<file path="src/pscg_pkg.sv">
// Package for the PC-sample call-graph counter: sizes, codes, the
// controller/datapath command and status structs, and a saturating add.
// No dependencies.
`timescale 1ns / 1ps
package pscg_pkg;
  localparam int NUM_FUNCS = 1024;
  localparam int FUNC_W = 10;
  localparam int EDGE_SLOTS = 32;
  localparam int SLOT_W = 5;
  localparam int USED_W = 6;
  localparam int CNT_W = 32;
  localparam int ADDR_W = 64;
  localparam int ACT_W = 11;
  localparam int EADDR_W = FUNC_W + SLOT_W;

  localparam logic [1:0] OP_LOAD = 2'd0;
  localparam logic [1:0] OP_SAMPLE = 2'd1;
  localparam logic [1:0] OP_RD_CNT = 2'd2;
  localparam logic [1:0] OP_RD_EDGE = 2'd3;

  localparam logic CFG_ACTIVE = 1'b0;
  localparam logic CFG_CG_EN = 1'b1;

  typedef struct packed {
    logic clr_wr;
    logic take;
    logic load_wr;
    logic srch_run;
    logic rd_m;
    logic rd_ce;
    logic rd_out;
    logic self_wr;
    logic scan_init0;
    logic scan_init1;
    logic scan_rd;
    logic scan_cmp;
    logic scan_wr;
    logic res_cap;
  } pscg_cmd_t;

  typedef struct packed {
    logic clr_done;
    logic srch_done;
    logic srch_hit;
    logic edge_go;
    logic cer_room;
    logic scan_more;
    logic scan_match;
    logic scan_dir;
  } pscg_sts_t;

  function automatic logic [CNT_W-1:0] sat_inc(input logic [CNT_W-1:0] v);
    sat_inc = (v == {CNT_W{1'b1}}) ? v : v + {{(CNT_W-1){1'b0}}, 1'b1};
  endfunction
endpackage

</file>
<file path="src/pscg_ctrl.sv">
// Sequencer for the call-graph counter: clear pass, table load, search,
// count update, edge list scans and result hand-off. Uses pscg_pkg.
`timescale 1ns / 1ps
module pscg_ctrl (
  input  logic                clk,
  input  logic                rst,
  input  logic                in_valid,
  input  logic [1:0]          opcode,
  output logic                in_stall,
  output logic                out_valid,
  input  logic                out_stall,
  input  pscg_pkg::pscg_sts_t sts,
  output pscg_pkg::pscg_cmd_t cmd
);
  typedef enum logic [13:0] {
    S_CLEAR    = 14'b00000000000001,
    S_IDLE     = 14'b00000000000010,
    S_LOAD     = 14'b00000000000100,
    S_SRCH     = 14'b00000000001000,
    S_CNT_RD   = 14'b00000000010000,
    S_CNT_WAIT = 14'b00000000100000,
    S_SC_RD    = 14'b00000001000000,
    S_SC_CMP   = 14'b00000010000000,
    S_SC_WR    = 14'b00000100000000,
    S_USED_RD  = 14'b00001000000000,
    S_USED_WT  = 14'b00010000000000,
    S_OUT_RD   = 14'b00100000000000,
    S_OUT_WAIT = 14'b01000000000000,
    S_HOLD     = 14'b10000000000000
  } state_t;

  state_t state, state_next;

  always_ff @(posedge clk) begin
    if (rst) state <= S_CLEAR;
    else state <= state_next;
  end

  assign in_stall = (state != S_IDLE);
  assign out_valid = (state == S_HOLD);

  always_comb begin
    state_next = state;
    cmd = '0;
    case (state)
      S_CLEAR: begin
        cmd.clr_wr = 1'b1;
        if (sts.clr_done) state_next = S_IDLE;
      end
      S_IDLE: begin
        if (in_valid) begin
          cmd.take = 1'b1;
          case (opcode)
            pscg_pkg::OP_LOAD:   state_next = S_LOAD;
            pscg_pkg::OP_SAMPLE: state_next = S_SRCH;
            default:             state_next = S_OUT_RD;
          endcase
        end
      end
      S_LOAD: begin
        cmd.load_wr = 1'b1;
        state_next = S_OUT_RD;
      end
      S_SRCH: begin
        cmd.srch_run = 1'b1;
        if (sts.srch_done) state_next = sts.srch_hit ? S_CNT_RD : S_OUT_RD;
      end
      S_CNT_RD: begin
        cmd.rd_m = 1'b1;
        state_next = S_CNT_WAIT;
      end
      S_CNT_WAIT: begin
        cmd.self_wr = 1'b1;
        if (sts.edge_go) begin
          cmd.scan_init0 = 1'b1;
          state_next = S_SC_RD;
        end else begin
          state_next = S_OUT_RD;
        end
      end
      S_SC_RD: begin
        if (sts.scan_more) begin
          cmd.scan_rd = 1'b1;
          state_next = S_SC_CMP;
        end else begin
          state_next = S_SC_WR;
        end
      end
      S_SC_CMP: begin
        cmd.scan_cmp = 1'b1;
        state_next = sts.scan_match ? S_SC_WR : S_SC_RD;
      end
      S_SC_WR: begin
        cmd.scan_wr = 1'b1;
        state_next = sts.scan_dir ? S_OUT_RD : S_USED_RD;
      end
      S_USED_RD: begin
        cmd.rd_ce = 1'b1;
        state_next = S_USED_WT;
      end
      S_USED_WT: begin
        if (sts.cer_room) begin
          cmd.scan_init1 = 1'b1;
          state_next = S_SC_RD;
        end else begin
          state_next = S_OUT_RD;
        end
      end
      S_OUT_RD: begin
        cmd.rd_out = 1'b1;
        state_next = S_OUT_WAIT;
      end
      S_OUT_WAIT: begin
        cmd.res_cap = 1'b1;
        state_next = S_HOLD;
      end
      S_HOLD: begin
        if (!out_stall) state_next = S_IDLE;
      end
      default: state_next = S_CLEAR;
    endcase
  end
endmodule

</file>
<file path="config.mk">
export PLATFORM = sky130hd
export DESIGN_NAME = pscg_ctrl
export DESIGN_NICKNAME = d
export VERILOG_FILES = /design/src/pscg_pkg.sv /design/src/pscg_ctrl.sv
export SDC_FILE = /design/constraint.sdc
export NUM_CORES = 1
export LEC_CHECK = 0
export BUFFER_PORTS_ARGS = -buffer_cell sky130_fd_sc_hd__buf_2
export CAP_MARGIN = 20
export CORE_MARGIN = 3
export CORE_UTILIZATION = 54
export DETAILED_ROUTE_END_ITERATION = 8
export PLACE_DENSITY = 0.83
export SETUP_SLACK_MARGIN = 0.15
export SLEW_MARGIN = 5
export SYNTH_ARGS = -nofsm -noshare
export SYNTH_HDL_FRONTEND = slang
export SYNTH_SLANG_ARGS = --single-unit
</file>
<file path="constraint.sdc">
create_clock -name clk -period 4.6 [get_ports clk]
set_input_delay 0.92 -clock clk [delete_from_list [all_inputs] [get_ports clk]]
set_output_delay 0.92 -clock clk [all_outputs]
set_load 0.02 [all_outputs]
</file>
Word level (Yosys, flattened, before mapping)
Cells that the tools add are included.
- register bits after elaboration: 14
- bits in latches: 0
- RAM bits: 0
- ROM bits: 0
- logic and storage cells: 52
- memories kept: 0
- add/subtract/negate cells: 0
- multiply operators: 0
- div/mod/pow operators: 0
- order comparisons: 0
- equal/unequal tests: 20
- shift operators: 0
- multiplexer cells: 29
- bitwise logic cells: 0
- reduce and logical (&&, ||, !) cells: 2
- operators by type and width (operator ; number):
    14-bit case mux with 14 select lines ; 1
    14-bit two-way mux ; 4
    12-bit two-way mux ; 4
    12-bit case mux with 2 select lines ; 1
    9-bit two-way mux ; 2
    1-bit two-way mux ; 16
    14-bit by 1-bit == test with 1-bit output, second input constant ; 1
    14-bit by 10-bit == test with 1-bit output, second input constant ; 1
    14-bit by 11-bit == test with 1-bit output, second input constant ; 1
    14-bit by 12-bit == test with 1-bit output, second input constant ; 1
    14-bit by 13-bit == test with 1-bit output, second input constant ; 1
    14-bit == test, second input constant ; 1
    14-bit by 2-bit == test with 1-bit output, second input constant ; 1
    14-bit by 3-bit == test with 1-bit output, second input constant ; 1
    14-bit by 4-bit == test with 1-bit output, second input constant ; 1
    14-bit by 5-bit == test with 1-bit output, second input constant ; 1
    14-bit by 6-bit == test with 1-bit output, second input constant ; 1
    14-bit by 7-bit == test with 1-bit output, second input constant ; 1
    14-bit by 8-bit == test with 1-bit output, second input constant ; 1
    14-bit by 9-bit == test with 1-bit output, second input constant ; 1
    14-bit by 2-bit inequality test with 1-bit output, second input constant ; 1
    2-bit inequality test, second input constant ; 4
    4-bit AND reduction ; 1
    2-bit by 1-bit == test with 1-bit output, second input constant ; 1
    2 further kinds ; 2

Depth between registers and ports, before layout
Gate-level depths: netlist of run 1.
- word-level depth: 4
- gate-level depth with buffers: 8

Worst setup path after synthesis of run 1
No wires, ideal clock.
- kind: register -> output
- start point: register state[2]
- end point: output cmd[0] (netlist name)
- arrival: 2.138 ns
- data required time: 3.680 ns
- path slack: 1.542 ns
- cell stages (with the launch flop): 7
- buffers on the path: 3
- cells stage by stage: dfxtp_1 -> buf_6 -> or4_1 -> buf_2 -> or4_4 -> buf_6 -> nor4b_2
- RTL lines (item ; line ; source):
    start, declared ; pscg_ctrl.sv:32 ; state_t state, state_next;
    start signal, assigned ; pscg_ctrl.sv:36 ; else state <= state_next;
    end, declared ; pscg_ctrl.sv:13 ; output pscg_pkg::pscg_cmd_t cmd

==> results of run 1 <==
==> critical path, stage by stage, from the launching register on <==
cell and delay [ns]:
dfxtp_1 0.44, or4_1 0.68, or4_4 0.60, nor4b_2 0.25, buf_2 0.20
==> power by group <==
| part | total (mW) | switching, mW | internal, mW |
|---|---|---|---|
| sequential | 0.153 | 0.0222 | 0.130 |
| combinational | 0.167 | 0.0978 | 0.0693 |
| clock | 0.0903 | 0.0420 | 0.0483 |
| total | 0.410 | 0.162 | 0.248 |
==> metal layers <==
metal / vias to the layer above / GRT usage, %
met3: 7 / 4.53
met1: 464 / 25.5
li1: 499 / -
met2: 36 / 37.7
met5: - / 0
met4: 0 / 8.29
==> path summary, 6_finish.rpt <==
kind | endpoint | slack (ns) | depth (start not counted)
worst max-delay path | cmd[0] | 1.23 | 4
worst min-delay path | state[10] | 0.58 | 2
worst max register to register | state[3] | 2.29 | 5
worst min register to register | state[10] | 0.58 | 2
==> cell families (layout without fill, tap and decap cells) <==
family                    Yosys count  count (layout)  synth area share (%)
and+or+nand+nor                    68              68                  44.9
buffers and inverters              16              40                  7.66
muxes                               1               1                 0.973
AOI/OAI and AO/OA                  18              18                  14.1
xor gates and xnor gates            6               6                  5.11
DFF                                14              14                  27.3
==> per-stage QoR <==
step	worst slack, ns	util [%]
floorplan	1.54	-
CTS	1.24	67.4
global placement	1.58	65.3
detailed placement	1.56	65.3
global route	1.12	67.4
finish	1.23	67.4
==> cells in the mapped netlist (all sizes together) <==
library cell	number
mux2i	1
or2	1
clkbuf	3
a21oi	3
or3b	4
a211oi	1
buf	6
nor2	13
o21ai	2
nor4b	2
o211ai	1
nor3b	1
nand3	4
a311oi	1
a22oi	1
nor2b	4
and4b	1
and3	3
o2111ai	1
nor3	6
and2	5
o31a	1
a32o	1
o32ai	1
or4	7
a31oi	1
o22a	1
and4	2
inv	7
nor4	7
nand2b	2
dfxtp	14
xor2	1
a2111oi	1
xnor2	5
nand4b	2
o21a	2
nand2	4
==> layout by cell type (no fill, tap or decap), types with 3 or more instances in the layout <==
cell / Yosys / routed
buf_2: 3 / 29
dfxtp_1: 14 / 14
nor2_1: 12 / 12
inv_1: 7 / 7
or4_1: 6 / 6
nor4_1: 6 / 6
nor3_1: 6 / 6
and2_1: 5 / 5
xnor2_1: 5 / 5
nor2b_1: 4 / 4
nand2_1: 4 / 4
nand3_1: 3 / 3
and3_1: 3 / 3
clkbuf_4: 0 / 3
==> cell type report <==
type,count,share of cell area [%]
Clock buffer,4,3.05
Sequential cell,14,23.6
Inverter,7,2.21
Multi-Input combinational cell,93,56.3
Timing Repair Buffer,29,12.2
Tap cell,25,2.63
==> flow_metrics.py, run 1 <==
metrics = {
    "run_status": {
        "outcome": "completed",
    },
    "worst_hold_path": {
        "worst_hold_path_type": "flop to flop",
        "hold_path_startpoint": "state[9]",
    },
    "timing": {
        "hold_viol_final": 0,
        "setup_violations": 0,
        "timing.final.crit_share_pct": 73.2,
        "tightest_slew_ns": 0.550,
        "holdWs_ns": 0.575,
        "rsz0062_at_grt": "false",
        "timing.fmax_ghz": 0.297,
        "final_max_slew_viol_count": 0,
        "final_period_minus_worst_setup_slack_ns": 3.37,
        "max_slew_margin_pct": 63.0,
        "setup_total_negative_slack_ns": 0,
        "final.setup_skew_ns": 0.000483,
    },
    "cells_and_area": {
        "final_net_count": 162,
        "seqCellArea_um2": 280,
        "antenna_cells_inserted": 0,
        "multi_input_area_um2": 669,
        "layout_top_registers": "state (14)",
        "final_layout_size_suffix_gt1_share_pct": 30.6,
        "largest_register_ffs": 14,
        "final_cell_count_no_fill": 172,
        "syn_to_final_growth_pct": 15.6,
        "largest_register": "state",
        "stdcell_area_um2": 1190,
        "fillCellCount": 163,
    },
    "critical_path": {
        "worstSetupStartpoint": "state[1]",
        "startpoint_type": "flop",
        "critical_path_end_type": "output pin",
        "crit_path_kind": "flop to output pin",
        "critical_path.reg2reg.startpoint": "state[7]",
        "crit_fanout": 11,
        "timing.critical_path.required_ns": 3.68,
        "crit_arrival_ns": 2.45,
    },
    "place": {
        "placement.cell_area_um2": 1150,
        "gp_routability_congestion": 0.904,
        "post-dp-hpwl_um": 1930,
        "dp_cells": 168,
        "placement.io_buffers": 29,
    },
    "die": {
        "die-height_um": 49.6,
        "boundaryPins": 30,
        "floorplan.initialDensity_pct": 58.3,
        "placeableCoreArea_um2": 1760,
        "width_of_the_die_um": 49.6,
        "die_area_um2": 2460,
        "std_cell_rows": 15,
    },
    "clock_tree": {
        "post_cts.resized_instances": 0,
        "htreeDepth": 1,
        "post_cts_hold_buffer_count": 0,
        "worst_skew_pair.late_latency_ns": 0.29,
        "tritoncts_clock_tree": "done",
        "cts_max_path_buffers": 2,
        "numCtsBuffers": 3,
        "clk_pin_slew_worst_paths_ns": 0.08,
        "cts_sinks": 14,
        "postCtsSetupRepairBufs": 0,
        "cts.root.buffer_cell": "clkbuf_4",
    },
    "power": {
        "report.power.total_mw": 0.410,
        "power.density_nw_per_um2": 345,
        "leakage_nw": 0.519,
        "peakVddDrop_uv": 275,
    },
    "logic_synthesis": {
        "synthesis.area_per_instance_um2": 8.36,
        "syn-cell-area_um2": 1030,
        "count_of_synthesis_stage_warnings_from_yosys": 0,
        "synth.lib_cells_used.distinct": 47,
        "yosysTopAreaCell": "dfxtp_1",
        "postSynthNetCount": 137,
        "seq_area_frac_synth_pct": 27.3,
        "ys_top_cells_by_area": "dfxtp_1 27%, nor2_1 4.4%, or4_1 4.4%",
        "synth_top_cell_area_share_pct": 27.3,
        "postSynthCellCount": 123,
        "postSynthRegisterBits": 14,
    },
    "global_route": {
        "grt_overflow": 0,
        "grt_pass1_wl_um": 4100,
        "antenna_violations_before_repair": 0,
        "vias_in_the_first_global_route": 897,
        "total_routing_usage_gr_pct": 21.6,
        "grt_start_max_net_pins": 12,
    },
    "route": {
        "drt-met1-wl_um": 1030,
        "met3WireLength_um": 124,
        "drt_total_wl_um": 2420,
        "first_iter_violations": 23,
        "vias": 1006,
        "final_antenna_net_count": 0,
        "first_pass_iters": 5,
        "wl_met2_um": 1200,
        "viasPerCell": 5.85,
        "wire_per_inst_um": 14.1,
        "detail_route.drc_violations": 0,
        "routed.top_layer": "met4",
    },
    "run": {
        "cap_violations": 0,
    },
}
Note: power is estimated with default switching activity, not from simulation.
==> run 2: changes to the inputs <==
--- a/config.mk
+++ b/config.mk
@@ -5,12 +5,13 @@
 export SDC_FILE = /design/constraint.sdc
 export NUM_CORES = 1
 export LEC_CHECK = 0
+export ABC_AREA = 1
 export BUFFER_PORTS_ARGS = -buffer_cell sky130_fd_sc_hd__buf_2
 export CAP_MARGIN = 20
 export CORE_MARGIN = 3
-export CORE_UTILIZATION = 54
+export CORE_UTILIZATION = 50
 export DETAILED_ROUTE_END_ITERATION = 8
-export PLACE_DENSITY = 0.83
+export PLACE_DENSITY = 0.78
 export SETUP_SLACK_MARGIN = 0.15
 export SLEW_MARGIN = 5
 export SYNTH_ARGS = -nofsm -noshare
==> constraint.sdc (replaced) <==
create_clock -name clk -period 3.27 [get_ports clk]
set_input_delay 0.654 -clock clk [delete_from_list [all_inputs] [get_ports clk]]
set_output_delay 0.654 -clock clk [all_outputs]
set_load 0.02 [all_outputs]
==> run 2 against run 1 <==
Against the previous run:
- register-to-register slack lost 0.67 ns
- critical path depth rose by 2
- synthesized cell count grew 34%
- utilization is 2.7 points lower
- worst setup slack got worse by 0.24 ns
- via count grew 4.9%
- synthesized area decreased by 6.2%
- global-route usage is 1.7 points lower
- clock power is 9.0% higher
- largest power group unchanged
- routed wire length fell by 7.4%
- total power grew 32%
- worst hold slack worse by 0.052 ns
==> flow_metrics.py, run 2 <==
metrics = {
    "clock_tree": {
        "post_cts_hold_buffer_count": 0,
        "cts_max_path_buffers": 2,
        "clk_pin_slew_worst_paths_ns": 0.08,
        "post_cts.resized_instances": 0,
        "numCtsBuffers": 3,
        "tritoncts_clock_tree": "done",
        "worst_skew_pair.late_latency_ns": 0.28,
        "htreeDepth": 1,
        "cts_sinks": 14,
        "postCtsSetupRepairBufs": 0,
        "cts.root.buffer_cell": "clkbuf_4",
    },
    "route": {
        "wire_per_inst_um": 10.2,
        "first_iter_violations": 38,
        "final_antenna_net_count": 0,
        "drt_total_wl_um": 2240,
        "first_pass_iters": 4,
        "vias": 1055,
        "viasPerCell": 4.80,
        "detail_route.drc_violations": 0,
    },
    "critical_path": {
        "cp_slowest_cell": "dfxtp_1",
        "crit_arrival_ns": 1.62,
        "critical_path.n_buffers_inverters": 2,
        "critical_path.reg2reg.startpoint": "state[13]",
        "crit_path_kind": "flop to output pin",
        "crit_fanout": 15,
        "crit_path_frequent_cell": "nor2_1",
        "critical-path-top-delay-family": "simple AND/OR/NAND/NOR gates",
        "critical_path_end_type": "output pin",
        "worstSetupStartpoint": "state[13]",
        "critPathMaxStageDelay_ns": 0.32,
        "timing.critical_path.cells": "nor2_1, inv_1, nor2_4, nand2_1, nor2_1, buf_2",
        "timing.critical_path.required_ns": 2.62,
        "startpoint_type": "flop",
    },
    "power": {
        "report.power.total_mw": 0.540,
        "leakage_nw": 0.701,
        "peakVddDrop_uv": 264,
        "power.density_nw_per_um2": 469,
    },
    "die": {
        "die_area_um2": 2490,
        "die-height_um": 49.9,
        "boundaryPins": 30,
        "std_cell_rows": 15,
        "floorplan.initialDensity_pct": 54.1,
        "width_of_the_die_um": 49.9,
        "placeableCoreArea_um2": 1780,
    },
    "timing": {
        "setup_violations": 0,
        "setup_total_negative_slack_ns": 0,
        "post-route-worst-setup-slack_ns": 0.997,
        "max_slew_margin_pct": 80.2,
        "final_max_slew_viol_count": 0,
        "rsz0062_at_grt": "false",
        "final.setup_skew_ns": 0.00347,
        "timing.fmax_ghz": 0.440,
        "hold_viol_final": 0,
        "final_period_minus_worst_setup_slack_ns": 2.27,
        "tightest_slew_ns": 0.296,
        "timing.final.crit_share_pct": 69.5,
    },
    "run": {
        "cap_violations": 0,
    },
    "global_route": {
        "vias_in_the_first_global_route": 953,
        "total_routing_usage_gr_pct": 19.9,
        "grt_overflow": 0,
        "grt_start_max_net_pins": 16,
        "grt_pass1_wl_um": 3950,
        "antenna_violations_before_repair": 0,
    },
    "logic_synthesis": {
        "ys_top_cells_by_area": "dfxtp_1 29%, nor2_1 13%, inv_1 12%",
        "synth_commonest_cells": "34 x nor2_1, 32 x inv_1, 32 x nand2_1, 14 x dfxtp_1, 14 x nand3_1",
        "postSynthRegisterBits": 14,
        "postSynthNetCount": 179,
        "synthesis.area_per_instance_um2": 5.85,
        "synth.lib_cells_used.distinct": 22,
        "yosysTopAreaCell": "dfxtp_1",
        "synth_top_cell_area_share_pct": 29.1,
        "synth_enable_flop_cells": 0,
        "count_of_synthesis_stage_warnings_from_yosys": 0,
        "postSynthCellCount": 165,
        "synth-async-reset-ratio_pct": 0,
        "synthMostInstantiatedCell": "nor2_1",
        "syn-cell-area_um2": 965,
        "synth-main-ff-cell": "dfxtp_1",
        "seq_area_frac_synth_pct": 29.1,
    },
    "place": {
        "post-dp-hpwl_um": 1820,
        "gp_routability_congestion": 0.833,
        "placement.cell_area_um2": 1130,
        "placement.io_buffers": 29,
        "pre_cts_slack_ns": 1.32,
    },
    "run_status": {
        "outcome": "completed",
    },
    "cells_and_area": {
        "fillCellCount": 185,
        "antenna_cells_inserted": 0,
        "final_layout_size_suffix_gt1_share_pct": 25.6,
        "syn_to_final_growth_pct": 19.5,
        "seqCellArea_um2": 280,
        "stdcell_area_um2": 1150,
        "final_net_count": 211,
        "layout_commonest_cell": "nor2_1",
        "largest_register_ffs": 14,
        "largest_register": "state",
        "final_cell_mix": "34 x nor2_1, 32 x inv_1, 32 x nand2_1",
        "multi_input_area_um2": 553,
        "layout_top_registers": "state (14)",
    },
    "worst_hold_path": {
        "worst_hold_path_type": "flop to flop",
        "hold_path_startpoint": "state[3]",
    },
}
run 2: cell types whose count changed in the layout (fill, tap and decap cells not counted), moves of 4 or more:
cell,change
inv_1,+25
and2_1,-5
nand2_1,+28
nand3_1,+11
o21ai_0,+4
nor2b_1,-4
nand2_2,+4
nor2_1,+22
or4_1,-6
nor2_2,+8
xnor2_1,-5
nor4_1,-5
run 2: worst paths after layout:
check,slack [ns],end,depth (start not counted)
worst max-delay path,1.0,cmd[12],6
worst min-delay path,0.52,state[3],2
worst max register to register,1.62,state[11],9
worst min register to register,0.52,state[3],2
run 2: layout make-up:
class,instances,share of cell area [%]
multi-input combinational,117,48.0
sequential,14,24.3
timing repair buffer,29,12.6
tap,25,2.71
clock buffer,3,1.95
inverter,32,10.4
run 2: cells by family after synthesis:
family | after synthesis | synth area share, %
AND/OR/NAND/NOR | 104 | 49.8
buffers and inverters | 34 | 13.6
flip-flops | 14 | 29.1
AO/OA/AOI/OAI | 13 | 7.52
run 2: per-stage QoR:
stage,util [%],hold WS (ns),std cells
after floorplan,-,0.501,165
after global placement,63.4,0.514,217
after detailed placement,63.4,0.514,217
after CTS,64.6,0.525,220
after global routing,64.6,0.553,220
final,64.6,0.524,220
run 2: worst register-to-register path: stages, from the launching register on:
cell     delay [ns]
dfxtp_1        0.32
nor2_1         0.16
inv_1          0.10
nor2_4         0.28
nand2_1        0.15
or2_1          0.26
nand2_1        0.08
nor2_2         0.07
nand3_1        0.09
nor2_1         0.05
run 2: report_power, final:
part	leakage (nW)	switching, mW	internal, mW	total [mW]
logic	0.574	0.166	0.0737	0.240
registers	0.113	0.0144	0.188	0.202
clock network	0.0138	0.0556	0.0428	0.0984
total	0.701	0.236	0.304	0.540
run 2: per-layer routing:
layer	wire length, µm	GRT usage (%)	part of all wire, %
met1	1040	25.5	46
met2	1030	33.3	46
met3	144	3.02	6.4
met4	27	7.37	1.2
met5	0	0	0
